==> config.mk <==
export PLATFORM = sky130hd
export DESIGN_NAME = wgm_lerp
export DESIGN_NICKNAME = d
export VERILOG_FILES = /design/src/hw/rtl/wgm_pkg.sv /design/src/hw/rtl/wgm_lerp.sv
export SDC_FILE = /design/constraint.sdc
export NUM_CORES = 1
export LEC_CHECK = 0
export BUFFER_PORTS_ARGS = -buffer_cell sky130_fd_sc_hd__buf_2
export CAP_MARGIN = 30
export CORE_ASPECT_RATIO = 0.75
export CORE_MARGIN = 10
export CORE_UTILIZATION = 55
export CTS_CLUSTER_SIZE = 25
export DETAILED_ROUTE_END_ITERATION = 10
export GPL_TIMING_DRIVEN = 0
export PLACE_DENSITY = 0.74
export SKIP_CTS_REPAIR_TIMING = 1
export SYNTH_ARGS = -nofsm -noshare
export SYNTH_HDL_FRONTEND = slang
export SYNTH_SLANG_ARGS = --single-unit
==> constraint.sdc <==
create_clock -name clk -period 21.4 [get_ports clk]
set_input_delay 0 -clock clk [delete_from_list [all_inputs] [get_ports clk]]
set_output_delay 0 -clock clk [all_outputs]
set_load 0.02 [all_outputs]
==> src/hw/rtl/wgm_pkg.sv <==
// wgm_pkg: shared types and constants for the waveform grid minimizer
// payload structs, sample memory entry, config register codes, state enums
// no dependencies
package wgm_pkg;

	localparam int TIME_W     = 32;
	localparam int AMP_W      = 24;
	localparam int PHASE_W    = 32;
	localparam int Y_W        = 33;
	localparam int PTOL_W     = 31;
	localparam int MASK_W     = 64;
	localparam int WIDX_W     = 6;
	localparam int KCNT_W     = 13;
	localparam int CFG_IDX_W  = 2;
	localparam int CFG_DATA_W = 32;

	localparam logic [CFG_IDX_W-1:0] CFG_AMP_TOL   = 2'd0;
	localparam logic [CFG_IDX_W-1:0] CFG_PHASE_TOL = 2'd1;
	localparam logic [PTOL_W-1:0]    TOL_RESET     = 31'd168;

	typedef struct packed {
		logic [TIME_W-1:0]         sample_time;
		logic [AMP_W-1:0]          amplitude;
		logic signed [PHASE_W-1:0] phase;
		logic                      last_sample;
	} wgm_in_t;

	typedef struct packed {
		logic [MASK_W-1:0] keep_mask;
		logic [WIDX_W-1:0] mask_word_index;
		logic [KCNT_W-1:0] kept_count;
		logic              last_word;
	} wgm_out_t;

	typedef struct packed {
		logic [TIME_W-1:0]         sample_time;
		logic [AMP_W-1:0]          amplitude;
		logic signed [PHASE_W-1:0] phase;
	} wgm_samp_t;

	typedef enum logic [5:0] {
		ST_IDLE, ST_CLR, ST_MK0, ST_MKL, ST_MK_RD, ST_MK_WR,
		ST_C_INIT, ST_C_LOOP, ST_H_A, ST_H_UPCHK, ST_H_UP, ST_H_DN,
		ST_H_BIS, ST_H_BM, ST_C_NEXT,
		ST_F_INIT, ST_F_TOP, ST_F_BKCHK, ST_F_BK, ST_F_FWCHK, ST_F_FW,
		ST_F_TEST, ST_F_RES, ST_F_ADV,
		ST_E_RA, ST_E_RB, ST_E_RK, ST_E_K, ST_E_PS, ST_E_PW, ST_E_PH,
		ST_E_AW, ST_E_AM1, ST_E_AM2,
		ST_O_RD, ST_O_LD, ST_O_HOLD
	} wgm_state_t;

	typedef enum logic [2:0] {
		LP_IDLE, LP_SETUP, LP_PREP, LP_MUL, LP_DIV, LP_FIN, LP_DONE
	} wgm_lerp_state_t;

endpackage

==> src/hw/rtl/wgm_lerp.sv <==
// wgm_lerp: iterative linear interpolation y0 + sign(dy)*floor(|dy|*dm/dt)
// shift-add multiply then restoring divide, one bit per cycle
// depends on wgm_pkg
module wgm_lerp (
	input  logic                               clk,
	input  logic                               arst_n,
	input  logic                               start,
	input  logic signed [wgm_pkg::Y_W-1:0]     y0,
	input  logic signed [wgm_pkg::Y_W-1:0]     y1,
	input  logic [wgm_pkg::TIME_W-1:0]         t0,
	input  logic [wgm_pkg::TIME_W-1:0]         t1,
	input  logic [wgm_pkg::TIME_W-1:0]         tm,
	output logic                               done,
	output logic signed [wgm_pkg::Y_W-1:0]     v
);
	import wgm_pkg::*;

	localparam int SW = $clog2(TIME_W);

	wgm_lerp_state_t st_q, st_d;
	logic [SW-1:0] cnt_q;

	logic signed [Y_W-1:0] y0_q, y1_q, v_q;
	logic [TIME_W-1:0] t0_q, t1_q, tm_q, dt_q, dm_q, mag_q;
	logic signed [Y_W:0] dy_q;
	logic neg_q;
	logic [2*TIME_W-1:0] p_q;

	logic [TIME_W:0] msum, dtrial;
	logic dge;

	assign msum   = {1'b0, p_q[2*TIME_W-1:TIME_W]} + (p_q[0] ? {1'b0, mag_q} : '0);
	assign dtrial = {p_q[2*TIME_W-1:TIME_W], p_q[TIME_W-1]};
	assign dge    = dtrial >= {1'b0, dt_q};

	always_ff @(posedge clk or negedge arst_n) begin
		if (!arst_n) begin
			st_q  <= LP_IDLE;
			cnt_q <= '0;
		end else begin
			st_q <= st_d;
			if (st_q == LP_MUL || st_q == LP_DIV) cnt_q <= cnt_q + SW'(1);
			else cnt_q <= '0;
		end
	end

	always_comb begin
		st_d = st_q;
		done = 1'b0;
		case (st_q)
			LP_IDLE: if (start) st_d = LP_SETUP;
			LP_SETUP: st_d = LP_PREP;
			LP_PREP: st_d = (dt_q == '0) ? LP_DONE : LP_MUL;
			LP_MUL: if (cnt_q == '1) st_d = LP_DIV;
			LP_DIV: if (cnt_q == '1) st_d = LP_FIN;
			LP_FIN: st_d = LP_DONE;
			LP_DONE: begin
				done = 1'b1;
				st_d = LP_IDLE;
			end
			default: st_d = LP_IDLE;
		endcase
	end

	always_ff @(posedge clk) begin
		case (st_q)
			LP_IDLE: if (start) begin
				y0_q <= y0;
				y1_q <= y1;
				t0_q <= t0;
				t1_q <= t1;
				tm_q <= tm;
			end
			LP_SETUP: begin
				dt_q <= t1_q - t0_q;
				dm_q <= tm_q - t0_q;
				dy_q <= {y1_q[Y_W-1], y1_q} - {y0_q[Y_W-1], y0_q};
			end
			LP_PREP: begin
				p_q   <= {{TIME_W{1'b0}}, (dm_q > dt_q) ? dt_q : dm_q};
				neg_q <= dy_q[Y_W];
				mag_q <= dy_q[Y_W] ? TIME_W'(-dy_q) : dy_q[TIME_W-1:0];
				v_q   <= y0_q;
			end
			LP_MUL: p_q <= {msum, p_q[TIME_W-1:1]};
			LP_DIV: begin
				if (dge) p_q <= {TIME_W'(dtrial - {1'b0, dt_q}), p_q[TIME_W-2:0], 1'b1};
				else p_q <= {dtrial[TIME_W-1:0], p_q[TIME_W-2:0], 1'b0};
			end
			LP_FIN: begin
				if (neg_q) v_q <= y0_q - {1'b0, p_q[TIME_W-1:0]};
				else v_q <= y0_q + {1'b0, p_q[TIME_W-1:0]};
			end
			default: ;
		endcase
	end

	assign v = v_q;

endmodule

Word-level counts from Yosys, hierarchy flattened:

Cells that the tools add are included.

* multiplexer cells: 14
* add/sub/neg operators: 9
* reductions and logical operators: 7
* equality and inequality tests: 10
* $lt $le $gt $ge: 2

Operators by type and width (number)
* one-hot mux 64 bit (3 select lines): 1
* 2-to-1 mux 32 bit: 3
* subtractor 32 bit: 3
* one-hot mux 33 bit (2 select lines): 1
* 2-to-1 mux 64 bit: 1
* subtractor 33 x 33 -> 34 bit: 1
* adder 32 x 32 -> 33 bit: 1
* adder 33 x 32 -> 33 bit: 1
* greater-or-equal comparator 33 x 32 -> 1 bit: 1
* 2-to-1 mux 33 bit: 1
* subtractor 33 x 32 -> 33 bit: 1
* > comparator 32 bit: 1
* zero test 32 bit: 1
* negator 32 bit: 1
* one-hot mux 3 bit (6 select lines): 1
* 2-to-1 mux 3 bit: 4
* == test 3 bit (second input constant): 3
* == test 3 x 2 -> 1 bit (second input constant): 2
* adder 5 x 1 -> 5 bit (second input constant): 1
* == test 5 bit (second input constant): 1
* 2-to-1 mux 5 bit: 1
* != test 2 x 1 -> 1 bit (second input constant): 2
* == test 3 x 1 -> 1 bit (second input constant): 1
* zero test 3 bit: 1
* 7 further kinds: 7

* bits in registers: 398
* output and inout bits: 34
* word-level logic and storage cells: 56

Longest topological paths before layout:

* depth in word-level cells: 3
* depth in mapped cells: 20

Worst setup path before layout:

OpenSTA, ideal clock, no wires.

* kind: flip-flop to flip-flop
* start point: register st_q[0]
* end point: register t0_q[0], enable pin
* arrival time: 17.191 ns
* cell stages (with the launch flop): 3
* required time: 20.264 ns
* clock period less this slack: 18.328 ns
* path slack: 3.072 ns
* library setup time: 1.136 ns
* cell sequence: dfrtp_1 > clkbuf_1 > nor4b_1

* cells in the longest elaborated chain, start to end: 2

RTL lines
* start, declared: line wgm_lerp.sv:20 `wgm_lerp_state_t st_q, st_d;`
* start signal, assigned: line wgm_lerp.sv:41 `st_q <= st_d;`
* zero test 3 bit: line wgm_lerp.sv:66 `case (st_q)`
* AND reduction 2 bit (no line)
* end signal, assigned: line wgm_lerp.sv:70 `t0_q <= t0;`
* end, declared: line wgm_lerp.sv:24 `logic [TIME_W-1:0] t0_q, t1_q, tm_q, dt_q, dm_q, mag_q;`

Every way passes these cells.
A chain may end at the register's enable or synchronous reset.

Worst setup path after layout:

* start point: register p_q[4]
* end point: register v_q[32], in the netlist v[32] (data pin)

* cells in the longest elaborated chain, start to end: 3
* elaborated cells between the ends (all ways): 4
* those cells by class: add/sub (2); mux (2)

RTL lines
* start, declared: line wgm_lerp.sv:27 `logic [2*TIME_W-1:0] p_q;`
* start signal, assigned: line wgm_lerp.sv:80 `p_q <= {{TIME_W{1'b0}}, (dm_q > dt_q) ? dt_q : dm_q};`
* start signal, assigned: line wgm_lerp.sv:85 `LP_MUL: p_q <= {msum, p_q[TIME_W-1:1]};`
* start signal, assigned: line wgm_lerp.sv:87 `if (dge) p_q <= {TIME_W'(dtrial - {1'b0, dt_q}), p_q[TIME_W-2:0], 1'b1};`
* adder 33 x 32 -> 33 bit / subtractor 33 x 32 -> 33 bit (equally long branches): line wgm_lerp.sv:92, wgm_lerp.sv:91
* 2-to-1 mux 33 bit (*): line wgm_lerp.sv:91 `if (neg_q) v_q <= y0_q - {1'b0, p_q[TIME_W-1:0]};`
* one-hot mux 33 bit (2 select lines) (*): line wgm_lerp.sv:66
* end signal, assigned: line wgm_lerp.sv:83 `v_q <= y0_q;`
* end signal, assigned: line wgm_lerp.sv:91
* end signal, assigned: line wgm_lerp.sv:92 `else v_q <= y0_q + {1'b0, p_q[TIME_W-1:0]};`
* end, declared: line wgm_lerp.sv:23 `logic signed [Y_W-1:0] y0_q, y1_q, v_q;`

Mark *: on every way between the ends. The rest lies on a longest branch, timed or not.

==> impl_table.tex <==
\begin{tabular}{lr}
\hline
Metric & Value \\
\hline
\multicolumn{2}{l}{\textbf{Global routing}} \\
\quad GRT Residual Overflow & 0 \\
\quad Total Routing Usage GR & 24.7\% \\
\quad Global-route wire length before repair & about 110000 um \\
\quad Maximum number of pins on one net before global-route repair & 65 \\
\quad Number of global-route vias before repair & 20092 \\
\quad Number of antenna violations at the first check in global routing & 5 \\
\multicolumn{2}{l}{\textbf{Worst setup path}} \\
\quad Buf/Inv on CP & 0 \\
\quad CP Data Required Time & around 22 ns \\
\quad Maximum single-stage delay on the critical path & 0.73 ns \\
\quad Cell with the largest stage delay on the worst path & nor4\_1 \\
\quad Worst Setup End Kind & flip-flop \\
\quad Arrival time of the worst setup path & between 6 and 7 ns \\
\quad Crit path max-delay family & simple AND/OR/NAND/NOR gates \\
\quad Crit Path Max Fanout & 6 \\
\quad Number of cells traversed by the worst register-to-register path & 17 \\
\quad Cell breakdown of the critical path & nor4\_1, nor4b\_1, and3b\_1, nand2\_1, nor4\_1, nor2\_1, xnor2\_1, ha\_1, a21o\_1, a21o\_1, a2111oi\_0, nor2\_1, a221oi\_1, o21a\_1, o41ai\_1, mux2i\_1, xnor2\_1 \\
\quad Class of the most critical setup path & reg2reg \\
\quad Kind of start point of the critical path & flip-flop \\
\quad Critical Path Stages & 17 \\
\multicolumn{2}{l}{\textbf{Timing}} \\
\quad Worst slew slack as a fraction of its limit & 35.6\% \\
\quad Portion of the clock cycle consumed by the worst path in the final layout & 28.9\% \\
\quad PnR worst setup slack & 15.21 ns \\
\quad Count of final max-slew check failures & 0 \\
\quad Worst Max-Slew Pin Slew & 0.960 ns \\
\quad Fmax & $\sim$160 MHz \\
\quad Clock tree skew after final layout & $\sim$0.036 ns \\
\quad Setup Viol. Count Final & 0 \\
\quad Unrepaired setup endpoints after global routing & no \\
\quad Post-route minimum period & roughly 6.2 ns \\
\quad Fin. Hold Viols & 0 \\
\multicolumn{2}{l}{\textbf{Outcome}} \\
\quad Run status & finished clean \\
\multicolumn{2}{l}{\textbf{Power and ir drop}} \\
\quad Power per cell area & 120 mW/mm2 \\
\quad Clk pwr share & 19.6\% \\
\quad Switching power share of the total & about two fifths \\
\quad Cell leakage power & roughly 13 nW \\
\quad Internal power & 2.21 mW \\
\quad Net switching power of the design & 1.48 mW \\
\quad Pwr Total & 3.69 mW \\
\quad Combinational share of power & 48.0\% \\
\quad Part of the power in registers & 32.4\% \\
\quad Highest ir drop seen on vdd & 88.4 uV \\
\multicolumn{2}{l}{\textbf{Cells and area}} \\
\quad Footprint of the multi-input gates & 0.0130 mm2 \\
\quad Fraction of layout instances using a drive strength above 1 & between 10\% and 20\% \\
\quad Total Nets Final & 3292 \\
\quad Area taken by flip-flops and latches & 0.0119 mm2 \\
\quad Synthesis-to-layout area growth & 19.7\% \\
\quad Final-layout fill cell count & 3494 \\
\multicolumn{2}{l}{\textbf{Synth}} \\
\quad Count of synthesis-stage warnings from yosys & 0 \\
\quad Distinct cells, synth & 76 \\
\quad Synth Net Count & around 2900 \\
\quad Sequential-to-total area share from yosys stat & between 40\% and 50\% \\
\quad Yosys top cell area share & 45.4\% \\
\quad Dominant cells by area after synthesis & edfxtp\_1 (45\%), ha\_1 (11\%), xnor2\_1 (5.3\%) \\
\quad Number of enable flip-flop cells after synthesis & 389 \\
\quad Most common library cells after synthesis & edfxtp\_1 (389), ha\_1 (227), a21oi\_1 (202) \\
\quad Post-synthesis instance total & between 2000 and 2500 \\
\quad Fraction of registers with async set or reset after synthesis & 2.02\% \\
\quad Synthesized flop and latch total & just under 400 \\
\quad Leading area contributor after synthesis & edfxtp\_1 \\
\quad Primary FF master, synth & edfxtp\_1 \\
\quad Synthesized area per cell & 10.5 um2 \\
\quad Most common cell in the synthesized netlist & edfxtp\_1 \\
\quad Netlist Area Pre-Place & 0.0258 mm2 \\
\multicolumn{2}{l}{\textbf{Place}} \\
\quad Estimated wirelength of the detail-placed design & 56800 um \\
\quad Port buffer count & between 150 and 200 \\
\quad Post-placement setup slack & 15.47 ns \\
\quad Routability congestion estimate from global placement & around 0.96 \\
\multicolumn{2}{l}{\textbf{Hold path}} \\
\quad Number of cells on the worst hold path & 2 \\
\quad Type of the worst min-delay path & in2reg \\
\multicolumn{2}{l}{\textbf{Detailed routing}} \\
\quad Number of design rule violations left after detail routing & 0 \\
\quad Wirelength per Cell & 21.1 um \\
\quad Number of nets still failing antenna checks after routing & 0 \\
\quad Via/cell ratio & between 5 and 6 \\
\quad Total Wirelength & 75100 um \\
\quad Number of DRC markers in iteration 0 & 2320 \\
\quad Number of optimization iterations in the first detailed-route pass & 6 \\
\quad Via count of the routed design & $\sim$21000 \\
\multicolumn{2}{l}{\textbf{Floorplan}} \\
\quad Area inside the core boundary & 0.0461 mm2 \\
\quad Initial standard-cell utilization of the core & 55.8\% \\
\quad Die ar. & 0.0560 mm2 \\
\quad Floorplan die height & 207 um \\
\quad Count of boundary I/O pins & 199 \\
\quad Die Width & 270 um \\
\quad Number of rows in the core area & 68 \\
\multicolumn{2}{l}{\textbf{Clocking}} \\
\quad Reg clk slew, reported paths & 0.07 ns \\
\quad Number of levels the H-tree was split into & 2 \\
\quad Insertion delay to the later sink of the worst-skew pair & about 0.60 ns \\
\quad TritonCTS clock tree & built \\
\quad Cell at the root of the clock tree & clkbuf\_16 \\
\quad Total clock buffers created by CTS & 42 \\
\quad Clock Sinks & 397 \\
\quad Maximum buffer depth of the clock tree & 3 \\
\multicolumn{2}{l}{\textbf{Job}} \\
\quad Number of maximum-capacitance constraint violations & 0 \\
\hline
\end{tabular}
-- state kept, by name, summed over array words and instances, names as in the netlist, 3 cells and up --
name	cells
p_q	64
dy_q	33
v	33
y0_q	33
y1_q	33
dm_q	32
dt_q	32
mag_q	32
t0_q	32
t1_q	32
tm_q	32
cnt_q	5
st_q	3
-- cells in the final DEF, fill, tap and decap left out, types with 22 or more instances in the layout --
cell type / count
nand4_1: 26
mux2i_1: 44
inv_1: 163
o21ai_0: 170
clkbuf_16: 43
a21oi_1: 202
buf_2: 198
dlygate4sd3_1: 165
ha_1: 227
o21bai_1: 24
o21a_1: 32
o22ai_1: 31
a211oi_1: 22
clkbuf_1: 74
and2_1: 40
nand2_1: 133
edfxtp_1: 389
nand3_1: 32
a21o_1: 88
nor2_1: 156
xor2_1: 67
nor3_1: 45
nand2b_1: 37
a22oi_1: 32
xnor2_1: 156
-- path summary, 6_finish.rpt --
path / slack, ns / from / endpoint
max: 15.21 / p_q[4] / v[32]
min: 0.11 / y0[7] / y0_q[7]
max reg2reg: 15.21 / p_q[4] / v[32]
min reg2reg: 0.47 / cnt_q[0] / cnt_q[0]
max in group asynchronous: 20.67 / arst_n / st_q[2]
min in group asynchronous: 0.45 / arst_n / cnt_q[0]
-- layout make-up --
class / count / share of cell area [%]
multi-input combinational: 1824 / 42.2
timing repair buffer: 392 / 9.48
clock buffer: 51 / 3.59
sequential: 397 / 38.5
tap: 630 / 2.56
clock inverter: 24 / 0.690
inverter: 164 / 2.00
buffer: 73 / 0.913
antenna: 4 / 0.0325
-- logic make-up after synthesis --
logic type | after synthesis | synth area share [%]
AOI/OAI and AO/OA | 740 | 18.3
and+or+nand+nor | 583 | 11.3
DFF | 397 | 46.1
buffers and inverters | 237 | 3.48
adders and majority gates | 233 | 11.5
xor gates and xnor gates | 223 | 7.58
muxes | 45 | 1.75
-- power by group through the flow --
stage	logic, mW	clock network (mW)	registers (mW)
6_report	1.77	0.725	1.20
5_1_grt	1.96	0.766	1.20
4_1_cts	1.71	0.729	1.19
3_5_place_dp	1.69	0	1.21
3_3_place_gp	1.63	0	1.26
2_1_floorplan	1.30	0	1.19
-- metrics by stage --
stage          std cells  area [um2]  setup TNS [ns]  util, %  hold slack (ns)
2_1_floorplan       2458       25800               0        -           -0.296
3_3_place_gp        3286       27500         -512.62     59.7           -0.159
3_5_place_dp        3315       27900               0     60.4           -0.155
4_1_cts             3390       29200               0     63.3           -0.769
5_1_grt             3558       30800               0     66.9            0.108
6_report            3559       30800               0     66.9            0.107
-- worst reg2reg max path, delay by kind of cell, from the launching register on --
kind | cells | cell delay, ns
AOI/OAI and AO/OA | 6 | 2.02
DFF | 1 | 0.48
and+or+nand+nor | 7 | 2.35
muxes | 1 | 0.28
xor gates and xnor gates | 2 | 0.46
adders and majority gates | 1 | 0.36
-- routing by layer --
layer | share of wire, % | track usage, %
met5 | 0.036 | 0
met4 | 1.9 | 5.70
met3 | 8.5 | 4.89
met2 | 46 | 37.8
met1 | 44 | 35.4
Power figures use the tool's default switching activity.
